$ cat src/design/flsc_pkg.sv
// shared types and constants for the fail-secure lock controller
package flsc_pkg;

  localparam int unsigned TimerBitsDefault = 16;

  localparam int unsigned CfgIdxW  = 2;
  localparam int unsigned CfgDataW = 16;

  localparam logic [15:0] OpenPulseReset    = 16'd2000;
  localparam logic [7:0]  DebounceReset     = 8'd30;
  localparam logic [15:0] CommsTimeoutReset = 16'd5000;

  typedef enum logic [CfgIdxW-1:0] {
    CfgOpenPulse    = 2'd0,
    CfgDebounce     = 2'd1,
    CfgCommsTimeout = 2'd2
  } cfg_idx_e;

  typedef struct packed {
    logic [15:0] open_pulse_ticks;
    logic [7:0]  debounce_ticks;
    logic [15:0] comms_timeout_ticks;
  } cfg_t;

  typedef struct packed {
    logic button_level;
    logic door_sensor_level;
    logic command_valid;
    logic command_unlock;
  } in_item_t;

  typedef struct packed {
    logic open_drive;
    logic comms_lost;
    logic policy_unlocked;
    logic physically_locked;
  } out_item_t;

endpackage

$ cat src/design/flsc_cfg_regs.sv
// configuration register file of the lock controller
module flsc_cfg_regs (
  input  logic                          clk_i,
  input  logic                          rst_ni,
  input  logic                          cfg_we_i,
  input  logic [flsc_pkg::CfgIdxW-1:0]  cfg_idx_i,
  input  logic [flsc_pkg::CfgDataW-1:0] cfg_wdata_i,
  output flsc_pkg::cfg_t                cfg_o
);

  flsc_pkg::cfg_t cfg_q, cfg_d;

  always_comb begin
    cfg_d = cfg_q;
    if (cfg_we_i) begin
      unique case (cfg_idx_i)
        flsc_pkg::CfgOpenPulse:    cfg_d.open_pulse_ticks    = cfg_wdata_i[15:0];
        flsc_pkg::CfgDebounce:     cfg_d.debounce_ticks      = cfg_wdata_i[7:0];
        flsc_pkg::CfgCommsTimeout: cfg_d.comms_timeout_ticks = cfg_wdata_i[15:0];
        default:                   cfg_d = cfg_q;
      endcase
    end
  end

  always_ff @(posedge clk_i or negedge rst_ni) begin
    if (!rst_ni) begin
      cfg_q.open_pulse_ticks    <= flsc_pkg::OpenPulseReset;
      cfg_q.debounce_ticks      <= flsc_pkg::DebounceReset;
      cfg_q.comms_timeout_ticks <= flsc_pkg::CommsTimeoutReset;
    end else begin
      cfg_q <= cfg_d;
    end
  end

  assign cfg_o = cfg_q;

endmodule

$ cat src/design/flsc_core.sv
// lock control state and per-tick step logic
module flsc_core #(
  parameter int unsigned TIMER_BITS = flsc_pkg::TimerBitsDefault
) (
  input  logic                clk_i,
  input  logic                rst_ni,
  input  logic                fire_i,
  input  flsc_pkg::in_item_t  item_i,
  input  flsc_pkg::cfg_t      cfg_i,
  output flsc_pkg::out_item_t result_o
);

  localparam int unsigned CmpW = (TIMER_BITS > 16) ? TIMER_BITS : 16;

  logic                  policy_q, policy_d;
  logic                  seen_q, seen_d;
  logic [TIMER_BITS-1:0] since_cmd_q, since_cmd_d;
  logic                  last_btn_q, last_btn_d;
  logic [TIMER_BITS-1:0] since_btn_q, since_btn_d;
  logic                  stable_btn_q, stable_btn_d;
  logic                  pulse_q, pulse_d;
  logic [TIMER_BITS-1:0] age_q, age_d;

  logic                  lost;
  logic                  press;
  logic [CmpW-1:0]       since_cmd_x, timeout_x, age_x, open_x;

  always_comb begin
    policy_d     = policy_q;
    seen_d       = seen_q;
    last_btn_d   = last_btn_q;
    stable_btn_d = stable_btn_q;
    pulse_d      = pulse_q;
    press        = 1'b0;

    // saturating tick counters
    since_cmd_d = (&since_cmd_q) ? since_cmd_q : since_cmd_q + 1'b1;
    since_btn_d = (&since_btn_q) ? since_btn_q : since_btn_q + 1'b1;
    age_d       = (pulse_q && !(&age_q)) ? age_q + 1'b1 : age_q;

    if (item_i.command_valid) begin
      policy_d    = item_i.command_unlock;
      seen_d      = 1'b1;
      since_cmd_d = '0;
    end

    since_cmd_x = CmpW'(since_cmd_d);
    timeout_x   = CmpW'(cfg_i.comms_timeout_ticks);
    age_x       = CmpW'(age_d);
    open_x      = CmpW'(cfg_i.open_pulse_ticks);

    lost = !seen_d || (&since_cmd_d) || (since_cmd_x > timeout_x);

    if (pulse_q) begin
      if ((age_x >= open_x) || (&age_d)) begin
        pulse_d = 1'b0;
      end
    end else if (!lost) begin
      if (item_i.button_level != last_btn_q) begin
        since_btn_d = '0;
        last_btn_d  = item_i.button_level;
      end
      if ((since_btn_d > TIMER_BITS'(cfg_i.debounce_ticks)) &&
          (item_i.button_level != stable_btn_q)) begin
        stable_btn_d = item_i.button_level;
        press        = !item_i.button_level;
      end
      if (press && policy_d && !item_i.door_sensor_level) begin
        pulse_d = 1'b1;
        age_d   = '0;
      end
    end

    result_o.open_drive        = pulse_d;
    result_o.comms_lost        = lost;
    result_o.policy_unlocked   = policy_d;
    result_o.physically_locked = !item_i.door_sensor_level;
  end

  always_ff @(posedge clk_i or negedge rst_ni) begin
    if (!rst_ni) begin
      policy_q     <= 1'b0;
      seen_q       <= 1'b0;
      since_cmd_q  <= '0;
      last_btn_q   <= 1'b1;
      since_btn_q  <= '0;
      stable_btn_q <= 1'b1;
      pulse_q      <= 1'b0;
      age_q        <= '0;
    end else if (fire_i) begin
      policy_q     <= policy_d;
      seen_q       <= seen_d;
      since_cmd_q  <= since_cmd_d;
      last_btn_q   <= last_btn_d;
      since_btn_q  <= since_btn_d;
      stable_btn_q <= stable_btn_d;
      pulse_q      <= pulse_d;
      age_q        <= age_d;
    end
  end

endmodule

$ cat src/design/fail_secure_lock_controller.sv
// fail-secure lock controller top level: request registers and core
//
// One input request is one millisecond tick carrying the raw button level,
// the door sensor level and an optional server command. Each accepted
// request yields exactly one result request: solenoid drive, comms lost,
// commanded policy and physical lock state after that tick.
// Both channels use valid/stall. A request is registered in the input
// register on acceptance, then stepped through the core and written into
// the result register once that register is free or being taken, and
// out_valid_o rises when it is there; one request per cycle is sustained
// while the receiver does not stall. The core state registers update on
// every such step, which sets that rate.
// When the receiver stalls, the result register holds its request and the
// input register still takes one more request; in_stall_o rises only when
// both registers are full.
// Configuration writes (cfg_we_i, cfg_idx_i, cfg_wdata_i) take effect at the
// next clock edge; indexes past the register list are ignored.
// Reset empties both registers (clears their valid flags), drops the pulse, marks no command seen and
// loads the default pulse, debounce and timeout lengths.
module fail_secure_lock_controller #(
  parameter int unsigned TIMER_BITS = flsc_pkg::TimerBitsDefault
) (
  input  logic                          clk_i,
  input  logic                          rst_ni,
  input  logic                          in_valid_i,
  output logic                          in_stall_o,
  input  flsc_pkg::in_item_t            in_data_i,
  output logic                          out_valid_o,
  input  logic                          out_stall_i,
  output flsc_pkg::out_item_t           out_data_o,
  input  logic                          cfg_we_i,
  input  logic [flsc_pkg::CfgIdxW-1:0]  cfg_idx_i,
  input  logic [flsc_pkg::CfgDataW-1:0] cfg_wdata_i
);

  logic                in_valid_q, in_valid_d;
  flsc_pkg::in_item_t  in_item_q;
  logic                out_valid_q, out_valid_d;
  flsc_pkg::out_item_t out_item_q;
  flsc_pkg::out_item_t result;
  flsc_pkg::cfg_t      cfg;
  logic                advance;
  logic                in_accept;

  assign advance   = in_valid_q && (!out_valid_q || !out_stall_i);
  assign in_stall_o = in_valid_q && !advance;
  assign in_accept = in_valid_i && !in_stall_o;

  assign in_valid_d  = in_accept || (in_valid_q && !advance);
  assign out_valid_d = advance || (out_valid_q && out_stall_i);

  flsc_cfg_regs u_cfg_regs (
    .clk_i       (clk_i),
    .rst_ni      (rst_ni),
    .cfg_we_i    (cfg_we_i),
    .cfg_idx_i   (cfg_idx_i),
    .cfg_wdata_i (cfg_wdata_i),
    .cfg_o       (cfg)
  );

  flsc_core #(
    .TIMER_BITS (TIMER_BITS)
  ) u_core (
    .clk_i    (clk_i),
    .rst_ni   (rst_ni),
    .fire_i   (advance),
    .item_i   (in_item_q),
    .cfg_i    (cfg),
    .result_o (result)
  );

  always_ff @(posedge clk_i or negedge rst_ni) begin
    if (!rst_ni) begin
      in_valid_q  <= 1'b0;
      out_valid_q <= 1'b0;
    end else begin
      in_valid_q  <= in_valid_d;
      out_valid_q <= out_valid_d;
    end
  end

  always_ff @(posedge clk_i) begin
    if (in_accept) begin
      in_item_q <= in_data_i;
    end
    if (advance) begin
      out_item_q <= result;
    end
  end

  assign out_valid_o = out_valid_q;
  assign out_data_o  = out_item_q;

endmodule

$ cat config.mk
export PLATFORM = sky130hd
export DESIGN_NAME = fail_secure_lock_controller
export DESIGN_NICKNAME = d
export VERILOG_FILES = /design/src/design/flsc_pkg.sv /design/src/design/flsc_cfg_regs.sv /design/src/design/flsc_core.sv /design/src/design/fail_secure_lock_controller.sv
export SDC_FILE = /design/constraint.sdc
export NUM_CORES = 1
export LEC_CHECK = 0
export ABC_AREA = 0
export CAP_MARGIN = 25
export CORE_ASPECT_RATIO = 1.75
export CORE_MARGIN = 2
export CORE_UTILIZATION = 30
export CTS_CLUSTER_DIAMETER = 200
export DETAILED_ROUTE_END_ITERATION = 7
export DONT_BUFFER_PORTS = 1
export GPL_TIMING_DRIVEN = 0
export SETUP_SLACK_MARGIN = 0.5
export SYNTH_ARGS = -nofsm -noshare
export SYNTH_HDL_FRONTEND = slang
export SYNTH_SLANG_ARGS = --single-unit
$ cat constraint.sdc
create_clock -name clk_i -period 11 [get_ports clk_i]
set_input_delay 1.65 -clock clk_i [delete_from_list [all_inputs] [get_ports clk_i]]
set_output_delay 1.65 -clock clk_i [all_outputs]
set_load 0.03 [all_outputs]
==> out/results.tsv <==
metric	value	unit
status	completed	
Die Ht	201	um
Pint	0.000733	W
number of CTS-inserted buffers	9	
first-pass GRT wire length	30.4	mm
area leader, netlist	dfrtp_1	
Worst setup SP type	register	
Critical Path AT	5240	ps
cts hold-fix bufs	0	
combinational power share	0.213	
max_slew headroom	0.446	
# DRC	0	
required time worst endpoint	11230	ps
wire length per cell	18.2	um
Yosys top cell area share	0.292	
register area share after synthesis	0.395	
Final Cycle Share	0.456	
Final nets	817	
total vias in the final route	5501	
Worst-path clk slew	70	ps
antenna violations before repair	0	
Initial Utilization	0.304	
vias per cell	5.25	
Final HPWL DP	15.0	mm
Clock Power Share	0.332	
CP Class	register to register	
Net Sw Frac	0.307	
I/O pins	33	
Filler cells	2331	
DR pass1 iterations	5	
gr usage total	0.172	
asr flop ratio synth	0.922	
buffers added on ports	0	
Final Hold Viols	0	
Synth cell types	78	
largest net degree at the start of global routing	96	
share of power burned in registers	0.455	
clock root buffer	clkbuf_16	
DIE AREA	23500	sq um
syn_area_per_cell	9.08	sq um
LEAKAGE	3.22	nW
Setup crit start	u_core.since_cmd_q[0]	
clock skew	9.83	ps
prevailing post-synth register cell	dfrtp_1	
final count of negative-setup-slack endpoints	0	
CP Max Fanout	10	
Post-CTS Repair Setup Buffers	0	
Post-CTS Resized	0	
Tmin final	5010	ps
Max Cap Violations	0	
clock sink total	103	
TNS Setup	0	ps
hold path startpoint	u_core.seen_q	
Core Area	22000	sq um
NetSw	0.000325	W
most common cell after layout, fill and taps aside	nand2_1	
Synth Cell Area	6680	sq um
DP Worst Slack	6050	ps
routability congestion estimate from global placement	0.855	
Worst R2R Start	u_core.since_cmd_q[0]	
CTS tree	built	
Post-Syn Nets	806	
EDFF count, synth	8	
number of global-route vias before repair	5632	
Final Slew Violations	0	
die width	117	um
Mapped Cells	736	
Routed WL	19.1	mm
unrepaired setup endpoints after global routing	no	
Critical Path Sink Type	register	
initial DRC count	294	
Ant. Diodes	0	
Clock Path Buffers	2	
fmax	199	MHz
H-tree depth	3	
synth warn	0	
most frequent cells in the layout	nand2_1, dfrtp_1, inv_1	
layout cells sized above 1	0.118	
grt total ovfl	0	
worst setup slack after layout	5990	ps
ranking of synthesized cells by area	dfrtp_1, ha_1, dfstp_2	
#FFs+latches synth	103	
post-layout util	0.335	
maximum vdd drop	0.0695	mV
worst-skew pair later-pin latency	370	ps
Tightest Pin Transition	822	ps
power per cell area	144	nW/um^2
row cnt	72	
antenna viol nets, final	0	
Hold Path Class	register to register	
Layout area overhead	10.3	%
cell families (layout without fill, tap and decap cells):
kind of cell | after synthesis | after routing | share of synthesized area
AOI/OAI and AO/OA | 164 | 164 | 0.162
xor gates and xnor gates | 20 | 20 | 0.0262
adders and majority gates | 43 | 43 | 0.0805
buffers and inverters | 96 | 112 | 0.0566
DFF | 103 | 103 | 0.395
muxes | 37 | 37 | 0.0612
and+or+nand+nor | 273 | 273 | 0.219
sequential cells by signal, indices dropped and copies added, names as in the netlist:
register and cells:
in_item_q 4, in_valid_q 1, out_data_o 4, out_valid_o 1
u_cfg_regs.cfg_o 40, u_core.age_q 16, u_core.last_btn_q 1, u_core.policy_q 1
u_core.pulse_q 1, u_core.seen_q 1, u_core.since_btn_q 16, u_core.since_cmd_q 16
u_core.stable_btn_q 1
layer usage:
| layer | GRT usage | wire length (um) | share of wire |
|---|---|---|---|
| met5 | 0 | 0 | 0 |
| met1 | 0.158 | 6380 | 0.33 |
| met2 | 0.336 | 11100 | 0.58 |
| met4 | 0.107 | 1170 | 0.061 |
| met3 | 0.0238 | 428 | 0.022 |
worst max-delay path, stage by stage, from the launching register on:
cell and delay (ps):
dfrtp_1 530, ha_1 350, nand4_4 200, nor4_4 490
o21ai_0 170, a21oi_1 370, ha_1 330, a21o_1 160
a221o_1 310, a221oi_1 220, o21ai_0 160, o22a_1 270
or4_1 640, nor2_2 300, buf_4 260, o22ai_1 100
power by group through the flow:
stage / Clock, W / Sequential [W] / Combinational (W)
finish: 0.000351 / 0.000482 / 0.000226
detailed placement: 0 / 0.000488 / 0.000228
global route: 0.000372 / 0.000488 / 0.000260
CTS: 0.000359 / 0.000481 / 0.000229
floorplan: 0 / 0.000473 / 0.000172
global placement: 0 / 0.000487 / 0.000222
cells in the mapped netlist (5+ instances only):
cell	count
nand2_1	98
dfrtp_1	78
inv_1	64
o21ai_0	50
ha_1	43
nor2_1	38
a21oi_1	31
nand3_1	31
mux2_2	29
clkbuf_1	23
a21o_1	17
dfstp_2	17
nand4_1	17
nor3_1	12
xor2_1	12
and4_1	10
nand2b_1	10
a31oi_1	9
and3_1	8
edfxtp_1	8
nor2b_1	8
xnor2_1	8
o21ai_1	7
a22o_1	6
mux2i_1	6
o31ai_1	6
nor4_1	5
final timing paths:
check                                  endpoint  slack, ps  cells past startpoint
max                             u_core.age_q[5]       5990                     15
min                               u_core.seen_q        490                      1
max reg2reg                     u_core.age_q[5]       5990                     15
min reg2reg                       u_core.seen_q        490                      1
max in group asynchronous     u_core.last_btn_q       9780                      0
min in group asynchronous  u_cfg_regs.cfg_o[23]        980                      0
per-stage QoR:
stage	std cells	hold slack [ps]	total power [W]	area, sq um
6_report	1048	488	0.00106	7370
3_5_place_dp	1032	472	0.000716	7050
5_1_grt	1048	506	0.00112	7370
2_1_floorplan	736	445	0.000645	6680
3_3_place_gp	1032	462	0.000709	7050
4_1_cts	1048	489	0.00107	7370
area by class of cell:
| cell class | count | area, sq um | share of cell area |
|---|---|---|---|
| Clock inverter | 7 | 95.1 | 0.0129 |
| Tap cell | 296 | 370 | 0.0502 |
| Inverter | 65 | 244 | 0.0331 |
| Multi-Input combinational cell | 537 | 3660 | 0.497 |
| Buffer | 31 | 134 | 0.0182 |
| Sequential cell | 103 | 2640 | 0.358 |
| Clock buffer | 9 | 225 | 0.0305 |
(Power assumes the default switching activity.)
